==> src/rtl/core/llqd_pkg.sv <==
// ----------------------------------------------------------------------------
// llqd_pkg
// Shared types and codes for the least-loaded queue dispatcher: input and
// result beats, the classified command passed from front to back, status
// and command kind codes.
// ----------------------------------------------------------------------------
package llqd_pkg;

  // Default sizing
  localparam int NUM_QUEUES_DEF  = 8;
  localparam int QUEUE_DEPTH_DEF = 16;

  // Depth of the command queue between front and back
  localparam int CMDQ_DEPTH = 2;

  // Width of the effective active-queue count (register is 4 bits)
  localparam int LIVE_W = 4;

  // Largest value a result's work field can carry
  localparam logic [19:0] WORK_MAX = 20'hFFFFF;

  // Command kind codes on the input beat
  localparam logic [1:0] KIND_AUTO  = 2'd0;
  localparam logic [1:0] KIND_PUSH  = 2'd1;
  localparam logic [1:0] KIND_POP   = 2'd2;
  localparam logic [1:0] KIND_QUERY = 2'd3;

  // Status codes on the result beat
  localparam logic [1:0] ST_OK        = 2'd0;
  localparam logic [1:0] ST_BAD_INDEX = 2'd1;
  localparam logic [1:0] ST_EMPTY     = 2'd2;
  localparam logic [1:0] ST_FULL      = 2'd3;

  typedef struct packed {
    logic [1:0]  kind;
    logic [2:0]  queue_index;
    logic [15:0] job_tag;
    logic [15:0] job_time;
  } in_item_t;

  typedef struct packed {
    logic [1:0]  status;
    logic [2:0]  chosen_queue;
    logic [15:0] popped_tag;
    logic [15:0] popped_time;
    logic [19:0] queue_work;
  } out_item_t;

  // Classified operation handed to the back end
  typedef enum logic [2:0] {
    OP_DISPATCH,
    OP_PUSH,
    OP_POP,
    OP_QUERY,
    OP_BAD
  } op_t;

  typedef struct packed {
    op_t                 op;
    logic [2:0]          queue_index;
    logic [15:0]         job_tag;
    logic [15:0]         job_time;
    logic [LIVE_W-1:0]   live;
  } cmd_t;

endpackage

==> src/rtl/core/llqd_front.sv <==
// ----------------------------------------------------------------------------
// llqd_front
// Input side: holds the active-queue register, accepts command beats,
// classifies them (index check against the live count) and buffers them in
// a short command queue for the back end.
// ----------------------------------------------------------------------------
module llqd_front
  import llqd_pkg::*;
#(
  parameter int NUM_QUEUES = NUM_QUEUES_DEF
) (
  input  logic      clk,
  input  logic      rst,
  input  logic      in_valid,
  output logic      in_stall,
  input  in_item_t  in_item,
  input  logic      cfg_wr_en,
  input  logic [3:0] cfg_wr_data,
  output logic      cmd_valid,
  output cmd_t      cmd,
  input  logic      cmd_take
);

  localparam int PTR_W  = $clog2(CMDQ_DEPTH);
  localparam int FILL_W = $clog2(CMDQ_DEPTH + 1);

  logic [3:0]        active_queues;
  logic [LIVE_W-1:0] live;
  cmd_t              cls;
  cmd_t              cmdq [CMDQ_DEPTH];
  logic [PTR_W-1:0]  wr_ptr;
  logic [PTR_W-1:0]  rd_ptr;
  logic [FILL_W-1:0] fill;
  logic              push;

  // Hold the active-queue register
  always_ff @(posedge clk) begin
    if (rst) begin
      active_queues <= 4'd8;
    end else if (cfg_wr_en) begin
      active_queues <= cfg_wr_data;
    end
  end

  // Clamp the register to 1..NUM_QUEUES
  always_comb begin
    if (active_queues == 4'd0) begin
      live = LIVE_W'(1);
    end else if (32'(active_queues) > NUM_QUEUES) begin
      live = LIVE_W'(NUM_QUEUES);
    end else begin
      live = LIVE_W'(active_queues);
    end
  end

  // Classify the incoming beat
  always_comb begin
    cls.queue_index = in_item.queue_index;
    cls.job_tag     = in_item.job_tag;
    cls.job_time    = in_item.job_time;
    cls.live        = live;
    case (in_item.kind)
      KIND_AUTO:  cls.op = OP_DISPATCH;
      KIND_QUERY: cls.op = OP_QUERY;
      KIND_PUSH:  cls.op = ({1'b0, in_item.queue_index} < live) ? OP_PUSH : OP_BAD;
      KIND_POP:   cls.op = ({1'b0, in_item.queue_index} < live) ? OP_POP : OP_BAD;
      default:    cls.op = OP_BAD;
    endcase
  end

  assign in_stall  = (32'(fill) == CMDQ_DEPTH);
  assign push      = in_valid && !in_stall;
  assign cmd_valid = (fill != '0);
  assign cmd       = cmdq[rd_ptr];

  // Command queue storage
  always_ff @(posedge clk) begin
    if (push) begin
      cmdq[wr_ptr] <= cls;
    end
  end

  // Advance pointers and fill count
  always_ff @(posedge clk) begin
    if (rst) begin
      wr_ptr <= '0;
      rd_ptr <= '0;
      fill   <= '0;
    end else begin
      if (push) begin
        wr_ptr <= (32'(wr_ptr) == CMDQ_DEPTH - 1) ? '0 : wr_ptr + PTR_W'(1);
      end
      if (cmd_take) begin
        rd_ptr <= (32'(rd_ptr) == CMDQ_DEPTH - 1) ? '0 : rd_ptr + PTR_W'(1);
      end
      if (push && !cmd_take) begin
        fill <= fill + FILL_W'(1);
      end else if (!push && cmd_take) begin
        fill <= fill - FILL_W'(1);
      end
    end
  end

endmodule

==> config.mk <==
export PLATFORM = sky130hd
export DESIGN_NAME = llqd_front
export DESIGN_NICKNAME = d
export VERILOG_FILES = /design/src/rtl/core/llqd_pkg.sv /design/src/rtl/core/llqd_front.sv
export SDC_FILE = /design/constraint.sdc
export NUM_CORES = 1
export LEC_CHECK = 0
export BUFFER_PORTS_ARGS = -buffer_cell sky130_fd_sc_hd__buf_2
export CORE_ASPECT_RATIO = 1.75
export CORE_MARGIN = 4
export CORE_UTILIZATION = 32
export CTS_CLUSTER_DIAMETER = 200
export CTS_CLUSTER_SIZE = 24
export DETAILED_ROUTE_END_ITERATION = 16
export PLACE_DENSITY_LB_ADDON = 0.2
export SLEW_MARGIN = 0
export SYNTH_ARGS = -nofsm -noshare
export SYNTH_HDL_FRONTEND = slang
export SYNTH_SLANG_ARGS = --single-unit
==> constraint.sdc <==
create_clock -name clk -period 1.98 [get_ports clk]
set_input_delay 0.396 -clock clk [delete_from_list [all_inputs] [get_ports clk]]
set_output_delay 0.396 -clock clk [all_outputs]
set_load 0.02 [all_outputs]
==> results_dict.tcl <==
set metrics [dict create \
    vias 1884 \
    clk_path_buf_depth 2 \
    ys_ff_latch 93 \
    postCtsResizedCells 0 \
    placementRows 50 \
    initial_core_util 0.327 \
    fin_skew_ns 0.00405 \
    layout_common_cells "buf_2, edfxtp_1, mux2_2, mux2_1, clkbuf_16" \
    diodes 0 \
    seqCellArea_um2 2700 \
    setup_ws_ns 0.0700 \
    drt_iter0_markers 89 \
    grt_max_degree 43 \
    synth.avg_cell_area_um2 18.8 \
    fp.dieW_um 87.1 \
    multi_input_area_um2 746 \
    hold_viol_final 0 \
    yosysSeqAreaShare 0.772 \
    synth_nets 235 \
    slew_headroom 0.772 \
    grt_util_all_layers 0.105 \
    drc 0 \
    arrival_ns 1.51 \
    r2r_setup_slack_ns 0.20 \
    synth_edf_count 84 \
    min_period_ns 1.91 \
    ir_worst_vdd_mv 0.506 \
    cts_buffers 9 \
    nFillCells 1015 \
    finalCritPeriodShare 0.965 \
    crit_path_end_kind "primary output" \
    io_pins 90 \
    wl_mm 6.37 \
    cts_tree "yes" \
    rsz0062_at_grt "no" \
    dr.pass1.iters 4 \
    fin_setup_tns_ns 0 \
    gp_congestion 0.655 \
    p_leak_nw 1.70 \
    maxCapViolCount 0 \
    cts_sinks 93 \
    grt_pass1_wl_mm 9.98 \
    async_flop_share 0 \
    reg2reg_to "cmdq[0][41]$_DFFE_PP_" \
    area_growth_pct 28.1 \
    post_cts_buffers 0 \
    tightest_slew_ns 0.342 \
    final_nets 333 \
    holdPathEnd "cmdq[0][30]$_DFFE_PP_" \
    dp_worst_setup_slack_ns 0.205 \
    hold_class "primary input to register" \
    start_kind "register" \
    drv_slew 0 \
    netlist_area_um2 3500 \
    status "complete, no violations" \
    hpwl_mm 4.49 \
    core_area_um2 10700 \
    min-delay-start "in_item[26]" \
    drive_above_1_share 0.505 \
    crit_fanout 20 \
    io_buffers 89 \
    cts.root.buffer_cell "clkbuf_16" \
    fin_cells 419 \
    powerDensity_nw_per_um2 1110 \
    ctsHoldBuffers 0 \
    fmax_mhz 524 \
    cp_data_required_time_ns 1.58 \
    die_h_um 146 \
    grt_pass1_vias 2037 \
    grt_antenna_before_repair 0 \
    reg2regPathDepth 5 \
    viasPerCell 4.50 \
    grt_overflow_total 0 \
    reg2reg_from "active_queues[3]$_SDFFE_PP1P_" \
    path_class "register to primary output" \
    synth_cell_types 26 \
    final_common_cell "buf_2" \
    detail-route-antenna-nets 0 \
    cts_max_level 3 \
    routedWlPerCell_um 15.2 \
    synth_flop_cell "edfxtp_1" \
    hold_path_depth 1 \
    yosysWarningCount 0 \
    placed_cells 403 \
    die_area_um2 12700 \
    power_mw 4.96 \
    finalSetupViolCount 0 \
    clk_pin_slew_ns 0.06 \
    synth_cells 186 \
    insertion_delay_ns 0.33 \
]
## where the power goes
part | leakage, nW | total [mW] | switching (mW) | internal [mW]
logic | 0.699 | 0.799 | 0.475 | 0.324
clock network | 0.145 | 1.75 | 0.649 | 1.10
registers | 0.861 | 2.41 | 0.0481 | 2.36
## synth_stat cells, drive strengths merged (2+ instances only)
cell type  instances  area, um^2
edfxtp            84        2520
mux2              42         473
dfxtp              9         180
nor2               8        30.0
inv                5        18.8
buf                4        20.0
clkbuf             4        15.0
ha                 3        37.5
mux2i              3        30.0
a21oi              2        10.0
nand2b             2        12.5
nor2b              2        12.5
o21ai              2        10.0
o31a               2        17.5
or3                2        12.5
xnor2              2        17.5
xor2               2        17.5
## routing by layer
layer | GRT usage | routed length, um
met2 | 0.196 | 3810
met5 | 0 | 0
met4 | 0.0562 | 141
met1 | 0.100 | 2110
met3 | 0.0288 | 313
## how the worst max path moves through the flow
| stage | from | to | slack, ns | depth (start not counted) |
|---|---|---|---|---|
| finish | register | cmd[4] | 0.07 | 3 |
| CTS | register | cmd[4] | 0.03 | 3 |
| floorplan | fill[1]$_SDFFE_PP0P_ | cmdq[0][0]$_DFFE_PP_ | 0.02 | 3 |
| detailed placement | active_queues[3]$_SDFFE_PP1P_ | cmdq[0][41]$_DFFE_PP_ | 0.20 | 5 |
| global route | register | cmd[4] | 0.003 | 3 |
| global placement | active_queues[3]$_SDFFE_PP1P_ | cmdq[0][41]$_DFFE_PP_ | 0.23 | 5 |
## state kept, by name (all words and copies together), names as in the netlist, named ones only
register and count:
rd_ptr 1, active_queues 4, wr_ptr 1, fill 2, cmdq 84
## layout make-up
class                           instances  area share
Sequential cell                        93       0.603
Multi-Input combinational cell         80       0.166
Timing Repair Buffer                   95       0.121
Clock buffer                           11      0.0519
Tap cell                              130      0.0363
Clock inverter                          5      0.0167
Inverter                                5     0.00502
## kinds of logic after synthesis
group	after synthesis	share of synthesized area
AO/OA/AOI/OAI	10	0.0218
flip-flops	93	0.772
buffers and inverters	13	0.0154
multiplexers	45	0.144
XOR/XNOR	4	0.0100
adder cells (fa/ha/maj)	3	0.0107
AND/OR/NAND/NOR	18	0.0264
## metrics by stage
step                      utilization  instance area (um^2)  hold WS (ns)
final                           0.419                  4480         0.251
after global routing            0.419                  4480         0.233
after CTS                       0.419                  4480         0.233
after detailed placement        0.390                  4180         0.487
after global placement          0.390                  4180         0.471
after floorplan                     -                  3510         0.451
## critical path: stages (launching register included)
cell	delay (ns)
dfxtp_2	0.35
buf_4	0.29
mux2_1	0.37
buf_2	0.17
No activity file was read; power rests on OpenSTA's default activity.
